--- src/rtl/q2e_pkg.sv ---
// ----------------------------------------------------------------------------
// q2e_pkg
// Widths, types and constant tables of the quaternion to Euler converter.
// ----------------------------------------------------------------------------
package q2e_pkg;

  localparam int ANGLE_ITERATIONS = 16;
  localparam int ATAN_TABLE_LEN   = 24;
  localparam int CORDIC_STAGES    =
    (ANGLE_ITERATIONS < ATAN_TABLE_LEN) ? ANGLE_ITERATIONS : ATAN_TABLE_LEN;
  localparam int SQRT_STEPS  = 32;
  localparam int FRONT_LAT   = 3;
  localparam int LANES       = 3;
  localparam int SW          = 34;   // sums of products, units of 2^-30
  localparam int CW          = 37;   // CORDIC x/y datapath
  localparam int AW          = 32;   // angle accumulator
  localparam int QW          = 63;   // square-root datapath
  localparam int LAT         = FRONT_LAT + SQRT_STEPS + 1 + CORDIC_STAGES + 1;

  localparam logic signed [AW-1:0] HALF_TURN_ACC = 32'sd1179648000;

  typedef logic signed [SW-1:0] sum_t;
  typedef logic signed [CW-1:0] cw_t;
  typedef logic signed [AW-1:0] acc_t;
  typedef logic [QW-1:0]        sq_t;

  typedef struct packed {
    sum_t        yz;       // numerator of angle Z
    sum_t        xz;       // denominator of angle Z
    sum_t        yx;       // numerator of angle X
    sum_t        xx;       // denominator of angle X
    logic signed [31:0] s; // saturated arcsine argument, +-2^30 inclusive
    logic        clamped;
  } carry_t;

  typedef struct packed {
    carry_t      c;
    logic [60:0] sq;       // s squared
  } front_t;

  function automatic acc_t atan_step(input logic [4:0] idx);
    acc_t t;
    case (idx)
      5'd0:  t = 32'sd294912000;
      5'd1:  t = 32'sd174096719;
      5'd2:  t = 32'sd91987925;
      5'd3:  t = 32'sd46694507;
      5'd4:  t = 32'sd23437865;
      5'd5:  t = 32'sd11730358;
      5'd6:  t = 32'sd5866610;
      5'd7:  t = 32'sd2933484;
      5'd8:  t = 32'sd1466764;
      5'd9:  t = 32'sd733385;
      5'd10: t = 32'sd366693;
      5'd11: t = 32'sd183346;
      5'd12: t = 32'sd91673;
      5'd13: t = 32'sd45837;
      5'd14: t = 32'sd22918;
      5'd15: t = 32'sd11459;
      5'd16: t = 32'sd5730;
      5'd17: t = 32'sd2865;
      5'd18: t = 32'sd1432;
      5'd19: t = 32'sd716;
      5'd20: t = 32'sd358;
      5'd21: t = 32'sd179;
      5'd22: t = 32'sd90;
      5'd23: t = 32'sd45;
      default: t = '0;
    endcase
    return t;
  endfunction

  // Accumulator to hundredths (half away from zero), then saturate to lim.
  function automatic logic signed [16:0] acc_round_sat(input acc_t a,
                                                       input logic [14:0] lim);
    logic signed [32:0] ax;
    logic signed [32:0] mag;
    logic signed [16:0] r;
    ax  = 33'(a);
    mag = (ax < 0) ? -ax : ax;
    mag = (mag + 33'sd32768) >>> 16;
    r   = (ax < 0) ? -17'(mag) : 17'(mag);
    if (r > $signed({2'b00, lim})) begin
      r = $signed({2'b00, lim});
    end else if (r < -$signed({2'b00, lim})) begin
      r = -$signed({2'b00, lim});
    end
    return r;
  endfunction

endpackage

--- src/rtl/q2e_sqrt_cell.sv ---
// ----------------------------------------------------------------------------
// q2e_sqrt_cell
// One digit step of the exact integer square root.
// ----------------------------------------------------------------------------
module q2e_sqrt_cell (
  input  logic          clk,
  input  logic          en,
  input  logic [4:0]    step,
  input  q2e_pkg::sq_t  v_in,
  input  q2e_pkg::sq_t  r_in,
  output q2e_pkg::sq_t  v_out,
  output q2e_pkg::sq_t  r_out
);
  import q2e_pkg::*;

  sq_t bit_w;
  sq_t trial;

  assign bit_w = QW'(1) << (6'd62 - {step, 1'b0});
  assign trial = r_in + bit_w;

  always_ff @(posedge clk) begin
    if (en) begin
      if (v_in >= trial) begin
        v_out <= v_in - trial;
        r_out <= (r_in >> 1) + bit_w;
      end else begin
        v_out <= v_in;
        r_out <= r_in >> 1;
      end
    end
  end

endmodule

--- config.mk ---
export PLATFORM = sky130hd
export DESIGN_NAME = q2e_sqrt_cell
export DESIGN_NICKNAME = d
export VERILOG_FILES = /design/src/rtl/q2e_pkg.sv /design/src/rtl/q2e_sqrt_cell.sv
export SDC_FILE = /design/constraint.sdc
export NUM_CORES = 1
export LEC_CHECK = 0
export ABC_AREA = 1
export BUFFER_PORTS_ARGS = -buffer_cell sky130_fd_sc_hd__buf_2
export CAP_MARGIN = 10
export CORE_ASPECT_RATIO = 1.75
export CORE_MARGIN = 2
export CORE_UTILIZATION = 24
export CTS_CLUSTER_SIZE = 14
export DETAILED_ROUTE_END_ITERATION = 10
export SYNTH_ARGS = -nofsm -noshare
export SYNTH_HDL_FRONTEND = slang
export SYNTH_SLANG_ARGS = --single-unit
--- constraint.sdc ---
create_clock -name clk -period 8.1 [get_ports clk]
set_input_delay 0 -clock clk [delete_from_list [all_inputs] [get_ports clk]]
set_output_delay 0 -clock clk [all_outputs]
set_load 0.01 [all_outputs]
==> flow_summary.yaml <==
timing:
  rsz0062_at_grt: "false"
  worstMarginPinSlew_ps: 1083
  slew_headroom: 0.2706
  holdWs_ps: 23.66
  fin_ws_ps: 2065
  setup_viol: 0
  fin_crit_ps: 6035
  setup_tns_ps: 0
  max_freq_ghz: 0.1657
  slew_violations: 0
  fin_crit_sh: 0.7451
  hold_violations: 0
routing:
  viasPerCell: 5.012
  drtPass1Iterations: 6
  vias: 21870
  wl_um: 101900
  wl_per_cell_um: 23.37
  drt-initial-drc-count: 1549
  ant_nets: 0
  drc: 0
floorplan:
  ios: 259
  die_w_um: 211.4
  rows: 133
  die_area_mm2: 0.07758
  start_util: 0.2413
  core_area_mm2: 0.07488
  dieHeight_um: 367.0
layout:
  nets: 3661
  area_delta_synth_final_pct: 22.15
  finalInstanceArea_mm2: 0.02207
  drive_gt1_frac: 0.1075
global_route:
  grt_overflow: 0
  grt_max_degree: 68
  grt_pass1_vias: 22270
  track_usage: 0.2592
  antenna_found_initial: 2
  grt_pass1_wl_um: 142100
status:
  status: "completed"
placed_design:
  gp_congestion: 1.108
  dpl_worst_slack_ps: 1744
  dpl_cell_area_mm2: 0.02039
  dpl.hpwl_um: 86040
  io_buffer_count: 258
setup_path:
  cp_data_arrival_time_ps: 6300
  endpoint_kind: "register"
  crit_fanout: 54
  start_kind: "primary input"
  crit_type: "in -> reg"
  crit_required_ps: 8360
yosys:
  synth.cell_area_mm2: 0.01807
  synthTopCellsByArea: "edfxtp_1, nand2_1, inv_1"
  seq_area_frac_synth: 0.2094
  synth_top_area_share: 0.2094
  synth_area_leader_cell: "edfxtp_1"
  synth_common_cells: "nand2_1, inv_1, nor2_1"
  async_flop_share: 0
  yosys_most_used_dff: "edfxtp_1"
  syn_nets: 3300
  synth_cells: 3041
  synth_cell_types: 52
  synth-seq-cells: 126
  yosysMostFrequentCell: "nand2_1"
  avgSynthCellArea_um2: 5.942
  synth_edf_count: 126
  synth-warning-count: 0
clock_network:
  clkTransAtPathRegs_ps: 60
  post_cts_resize_count: 0
  clock-sinks: 126
  clock_path_buffers: 2
  htreeDepth: 4
  tritoncts: "built"
  cts_buffers: 17
  root_buffer: "clkbuf_16"
power:
  power.density_mw_per_mm2: 127.2
  finalPower_uw: 2808
  ir_drop_v: 0.0001324
  leakage_uw: 0.009728
flow_run:
  drv_cap: 0
min_path:
  worstHoldPathType: "in -> reg"
-- timing repair --
item                                   4_1_cts  5_1_grt
endpoints found under the hold margin      119        0
setup buffers                                0        0
hold buffers                               111        0
-- cells in the final DEF (no fill, tap or decap), types with 18 or more instances in the layout --
master / count
xor2_1: 38
nand3_1: 211
nand3b_1: 27
o21bai_1: 24
nor2_1: 454
inv_2: 21
ha_1: 125
a21oi_1: 201
nand2_1: 828
o21ai_0: 197
nand4_1: 37
nor4_1: 18
nor3_1: 41
xnor2_1: 70
inv_1: 455
edfxtp_1: 126
dlygate4sd3_1: 111
buf_2: 257
-- sequential cells by signal (all words and copies together), names as in the netlist --
| name | count |
|---|---|
| r_out | 63 |
| v_out | 63 |
-- worst max-delay path: stages --
cell	delay, ps
buf_2	320
inv_2	240
nor3_1	460
ha_1	300
nand2_1	110
o21ai_0	360
nand2_1	130
o21ai_0	400
o21bai_1	210
nand2_1	100
nand3_1	320
nand2_1	170
nand3_1	110
nand2_1	120
ha_1	370
nand2_1	170
nor2_1	170
nand3_1	290
nor3_2	240
nand4_1	190
nand3_4	560
buf_4	570
nand2_1	130
xnor2_1	160
-- routing by layer --
layer,vias to the layer above,part of all wire,GRT usage,routed length (um)
li1,10660,-,-,-
met1,10070,0.34,0.2436,34990
met2,800,0.52,0.4843,52570
met3,335,0.040,0.03219,4036
met4,2,0.10,0.2314,10330
met5,-,0.00012,0,12
-- stage by stage --
step	util	cells
2_1_floorplan	-	3041
4_1_cts	0.2945	4360
6_report	0.2947	4363
3_5_place_dp	0.2723	4217
5_1_grt	0.2946	4360
3_3_place_gp	0.2723	4217
-- layout make-up --
type                    instances  area [um2]
flip-flops and latches        126        3784
fillers                      8710       52810
inverters                     477        1790
diodes                          3       7.507
clock buffers                  19       432.9
repair buffers                379        2484
multi-input cells            2401       12270
well taps                     945        1182
clock inverters                13       117.6
-- cell families (layout without fill, tap and decap cells) --
logic type	count (synthesis)	count (layout)	share of synthesized area
other	0	3	0
AOI/OAI and AO/OA	508	508	0.1543
xor gates and xnor gates	108	108	0.05235
and+or+nand+nor	1659	1659	0.3833
buffers and inverters	514	888	0.1130
DFF	126	126	0.2094
adders and majority gates	126	126	0.08767
-- path summary, 6_finish.rpt --
check             cells past startpoint         to  startpoint  slack, ps
hold / removal                        3  r_out[14]    r_in[15]         20
setup / recovery                     24   r_out[3]     step[4]       2060
-- power by group --
group	internal [uW]	switching [uW]	leakage (uW)
sequential	836	33.6	0.00123
clock	420	349	0.000257
combinational	378	792	0.00824
total	1630	1170	0.00973
No activity file was read; power rests on OpenSTA's default activity.
