==> config.mk <==
export PLATFORM = sky130hd
export DESIGN_NAME = q2e_cordic_cell
export DESIGN_NICKNAME = d
export VERILOG_FILES = /design/src/rtl/q2e_pkg.sv /design/src/rtl/q2e_cordic_cell.sv
export SDC_FILE = /design/constraint.sdc
export NUM_CORES = 1
export LEC_CHECK = 0
export BUFFER_PORTS_ARGS = -buffer_cell sky130_fd_sc_hd__buf_2
export CAP_MARGIN = 20
export CORE_MARGIN = 2
export CORE_UTILIZATION = 65
export CTS_CLUSTER_DIAMETER = 80
export CTS_CLUSTER_SIZE = 40
export DETAILED_ROUTE_END_ITERATION = 12
export PLACE_DENSITY = 0.9
export SYNTH_ARGS = -nofsm -noshare
export SYNTH_HDL_FRONTEND = slang
export SYNTH_SLANG_ARGS = --single-unit
==> constraint.sdc <==
create_clock -name clk -period 9 [get_ports clk]
set_clock_uncertainty 0.2 [all_clocks]
set_input_delay 0.9 -clock clk [delete_from_list [all_inputs] [get_ports clk]]
set_output_delay 0.9 -clock clk [all_outputs]
set_load 0.1 [all_outputs]
==> src/rtl/q2e_pkg.sv <==
// ----------------------------------------------------------------------------
// q2e_pkg
// Widths, types and constant tables of the quaternion to Euler converter.
// ----------------------------------------------------------------------------
package q2e_pkg;

  localparam int ANGLE_ITERATIONS = 16;
  localparam int ATAN_TABLE_LEN   = 24;
  localparam int CORDIC_STAGES    =
    (ANGLE_ITERATIONS < ATAN_TABLE_LEN) ? ANGLE_ITERATIONS : ATAN_TABLE_LEN;
  localparam int SQRT_STEPS  = 32;
  localparam int FRONT_LAT   = 3;
  localparam int LANES       = 3;
  localparam int SW          = 34;   // sums of products, units of 2^-30
  localparam int CW          = 37;   // CORDIC x/y datapath
  localparam int AW          = 32;   // angle accumulator
  localparam int QW          = 63;   // square-root datapath
  localparam int LAT         = FRONT_LAT + SQRT_STEPS + 1 + CORDIC_STAGES + 1;

  localparam logic signed [AW-1:0] HALF_TURN_ACC = 32'sd1179648000;

  typedef logic signed [SW-1:0] sum_t;
  typedef logic signed [CW-1:0] cw_t;
  typedef logic signed [AW-1:0] acc_t;
  typedef logic [QW-1:0]        sq_t;

  typedef struct packed {
    sum_t        yz;       // numerator of angle Z
    sum_t        xz;       // denominator of angle Z
    sum_t        yx;       // numerator of angle X
    sum_t        xx;       // denominator of angle X
    logic signed [31:0] s; // saturated arcsine argument, +-2^30 inclusive
    logic        clamped;
  } carry_t;

  typedef struct packed {
    carry_t      c;
    logic [60:0] sq;       // s squared
  } front_t;

  function automatic acc_t atan_step(input logic [4:0] idx);
    acc_t t;
    case (idx)
      5'd0:  t = 32'sd294912000;
      5'd1:  t = 32'sd174096719;
      5'd2:  t = 32'sd91987925;
      5'd3:  t = 32'sd46694507;
      5'd4:  t = 32'sd23437865;
      5'd5:  t = 32'sd11730358;
      5'd6:  t = 32'sd5866610;
      5'd7:  t = 32'sd2933484;
      5'd8:  t = 32'sd1466764;
      5'd9:  t = 32'sd733385;
      5'd10: t = 32'sd366693;
      5'd11: t = 32'sd183346;
      5'd12: t = 32'sd91673;
      5'd13: t = 32'sd45837;
      5'd14: t = 32'sd22918;
      5'd15: t = 32'sd11459;
      5'd16: t = 32'sd5730;
      5'd17: t = 32'sd2865;
      5'd18: t = 32'sd1432;
      5'd19: t = 32'sd716;
      5'd20: t = 32'sd358;
      5'd21: t = 32'sd179;
      5'd22: t = 32'sd90;
      5'd23: t = 32'sd45;
      default: t = '0;
    endcase
    return t;
  endfunction

  // Accumulator to hundredths (half away from zero), then saturate to lim.
  function automatic logic signed [16:0] acc_round_sat(input acc_t a,
                                                       input logic [14:0] lim);
    logic signed [32:0] ax;
    logic signed [32:0] mag;
    logic signed [16:0] r;
    ax  = 33'(a);
    mag = (ax < 0) ? -ax : ax;
    mag = (mag + 33'sd32768) >>> 16;
    r   = (ax < 0) ? -17'(mag) : 17'(mag);
    if (r > $signed({2'b00, lim})) begin
      r = $signed({2'b00, lim});
    end else if (r < -$signed({2'b00, lim})) begin
      r = -$signed({2'b00, lim});
    end
    return r;
  endfunction

endpackage

==> src/rtl/q2e_cordic_cell.sv <==
// ----------------------------------------------------------------------------
// q2e_cordic_cell
// One vectoring CORDIC rotation toward the positive x axis.
// ----------------------------------------------------------------------------
module q2e_cordic_cell (
  input  logic          clk,
  input  logic          en,
  input  logic [4:0]    step,
  input  q2e_pkg::cw_t  x_in,
  input  q2e_pkg::cw_t  y_in,
  input  q2e_pkg::acc_t a_in,
  output q2e_pkg::cw_t  x_out,
  output q2e_pkg::cw_t  y_out,
  output q2e_pkg::acc_t a_out
);
  import q2e_pkg::*;

  cw_t  dx, dy;
  acc_t t;

  assign dx = y_in >>> step;
  assign dy = x_in >>> step;
  assign t  = atan_step(step);

  always_ff @(posedge clk) begin
    if (en) begin
      if (y_in > 0) begin
        x_out <= x_in + dx;
        y_out <= y_in - dy;
        a_out <= a_in + t;
      end else if (y_in < 0) begin
        x_out <= x_in - dx;
        y_out <= y_in + dy;
        a_out <= a_in - t;
      end else begin
        x_out <= x_in;
        y_out <= y_in;
        a_out <= a_in;
      end
    end
  end

endmodule

==> impl_metrics.tcl <==
set metrics [dict create \
    cts-root-buf "clkbuf_16" \
    nNetsFinal 3162 \
    fin_crit_ps 6690 \
    maxCapViolCount 0 \
    post-cts-setup-buffers 0 \
    tightestPinTransition_ps 1120 \
    htreeDepth 3 \
    path_clk_slew_ps 70 \
    num_rows 64 \
    grt_pass1_wl_mm 107 \
    synth_seq_cells 106 \
    utilization_pct 70.3 \
    place_ws_ps 2150 \
    setup_ws_ps 2310 \
    setup_viol 0 \
    wirelength_mm 68.3 \
    finalHoldViolations 0 \
    hp-class "input pin to flop" \
    drt-vias-per-instance 6.66 \
    final_cell_mix "nand2_1, nor2_1, a21oi_1" \
    status "finished clean" \
    cts_max_path_buffers 2 \
    combPwrFrac_pct 68.9 \
    io_pins 219 \
    dp_hpwl_mm 52.2 \
    internal-power_mw 1.61 \
    postSynthCellCount 2756 \
    ctsResizeCount 0 \
    drt_iter0_markers 2422 \
    crit_type "input pin to flop" \
    post_drt_wl_per_cell_um 21.2 \
    cts_hold_buf 0 \
    synth.cell_area_um2 20200 \
    overflow 0 \
    endpoint_kind "flop" \
    firstDrtPassIters 6 \
    grt_setup_unrepaired "no" \
    synth_flop_cell "edfxtp_1" \
    synth.area.top_cells "edfxtp_1, ha_1, a21oi_1" \
    relSlewSlack_pct 25.4 \
    synth_edf_count 106 \
    die_w_um 180 \
    final_common_cell "nand2_1" \
    grt_pass1_vias 20100 \
    cp.required_ps 8920 \
    post-route-drc-count 0 \
    clockPowerShare_pct 11.8 \
    core_area_um2 30600 \
    p_seq_share_pct 19.4 \
    crit_arrival_ps 6610 \
    ys_seq_area_share_pct 15.8 \
    drive_above_1_share_pct 12.7 \
    finalSetupTns_ps 0 \
    synth_top_cell_area_share_pct 15.8 \
    grt_use_total_pct 40.3 \
    finalCritPeriodShare_pct 74.3 \
    grt_start_max_net_pins 88 \
    p_sw_mw 2.00 \
    antenna_found_initial 2 \
    syn_area_per_cell_um2 7.33 \
    place_congestion 1.04 \
    final_antenna_net_count 0 \
    clock.fmax_mhz 150 \
    ys_warn_count 0 \
    cts_tree "yes" \
    leakage_nw 9.72 \
    fp.dieArea_um2 32500 \
    start_util_pct 66.0 \
    clock_sinks 106 \
    port_buffers 218 \
    max-vdd-ir-drop_mv 0.135 \
    dr_total_vias 21500 \
    slew_violations 0 \
    worstSetupStartpointType "input pin" \
    power_density_nw_per_um2 168 \
    cts_buffers 9 \
    critPathMaxFanout 69 \
    syn_to_final_growth_pct 6.39 \
    switching_share_pct 55.4 \
    syn_nets 3098 \
    whs_path_depth 2 \
    die_height_um 180 \
    synth.distinct_cells 98 \
    synth_top_area_cell "edfxtp_1" \
    synthArstFlopShare_pct 0 \
]
==> per-stage QoR <==
stage                     cells  power, mW  hold WS [ps]  instance area, µm²
after global placement     3205       3.10          1020               21200
after detailed placement   3205       3.14          1020               21200
after global routing       3223       3.80           608               21500
after CTS                  3221       3.57           601               21500
final                      3223       3.61           611               21500
after floorplan            2756       2.66           812               20200
==> cell usage after synthesis, drive strengths merged, types with 8 or more instances <==
library cell and instances:
nor3 49, xor2 36, nor2 305, o31ai 29, nand4 10, a211oi 39
o41ai 9, mux4 34, a21o 38, a211o 12, nand3 40, nor4 24
o21bai 39, a311oi 8, a31oi 30, mux2i 77, o22ai 33, a21oi 286
clkbuf 121, or3 12, nand2b 35, nor2b 37, ha 223, mux2 15
edfxtp 106, nand2 319, and2 10, o21ai 194, o211ai 22, and3 20
inv 200, o21a 45, buf 61, xnor2 122, or2 8
==> power groups by stage <==
stage | Clock [mW] | Combinational [mW] | Sequential (mW)
6_report | 0.425 | 2.49 | 0.700
5_1_grt | 0.441 | 2.65 | 0.708
4_1_cts | 0.426 | 2.44 | 0.700
3_5_place_dp | 0 | 2.43 | 0.708
3_3_place_gp | 0 | 2.39 | 0.707
2_1_floorplan | 0 | 1.27 | 1.38
==> cells by family (layout without fill, tap and decap cells) <==
| logic type | count (synthesis) | in the layout | share of synthesized area (%) |
|---|---|---|---|
| muxes | 126 | 126 | 8.44 |
| other | 0 | 2 | 0 |
| buffers and inverters | 385 | 454 | 7.44 |
| AOI/OAI and AO/OA | 858 | 858 | 27.4 |
| and+or+nand+nor | 894 | 894 | 19.7 |
| DFF | 106 | 106 | 15.8 |
| adders and majority gates | 229 | 229 | 14.4 |
| xor gates and xnor gates | 158 | 158 | 6.85 |
==> sequential cells by signal, summed over array words and instances, names as in the netlist <==
signal  count
a_out      32
y_out      37
x_out      37
==> layout make-up <==
type,instances,area (µm²)
Tap cell,396,495
Fill cell,2588,9100
Sequential cell,106,3180
Clock inverter,6,57.6
Timing Repair Buffer,235,1240
Clock buffer,10,229
Inverter,203,762
Antenna cell,2,5.00
Multi-Input combinational cell,2265,15500
==> layer usage <==
layer  GRT usage [%]  part of all wire (%)
met5               0                     0
met4            19.8                   5.1
met3            7.54                    10
met2            65.5                    46
met1            51.6                    39
==> worst paths after layout <==
path / end / slack, ps / startpoint
worst min-delay path: a_out[31]$_DFFE_PP_ / 610 / a_in[31]
worst max-delay path: y_out[36]$_DFFE_PP_ / 2310 / step[1]
==> critical path, cell delays in order <==
cell	delay, ps
buf_4	640
mux2_2	430
o21ai_0	270
mux2i_1	250
a21oi_1	340
mux2i_1	200
ha_1	260
fa_1	420
nand2b_1	200
a21oi_1	250
o21ai_0	230
a21oi_2	380
a21oi_1	210
o41ai_2	500
a41oi_1	270
a21oi_1	290
nor4_1	80
a311oi_1	320
o22ai_1	140
Note: power is estimated with default switching activity, not from simulation.
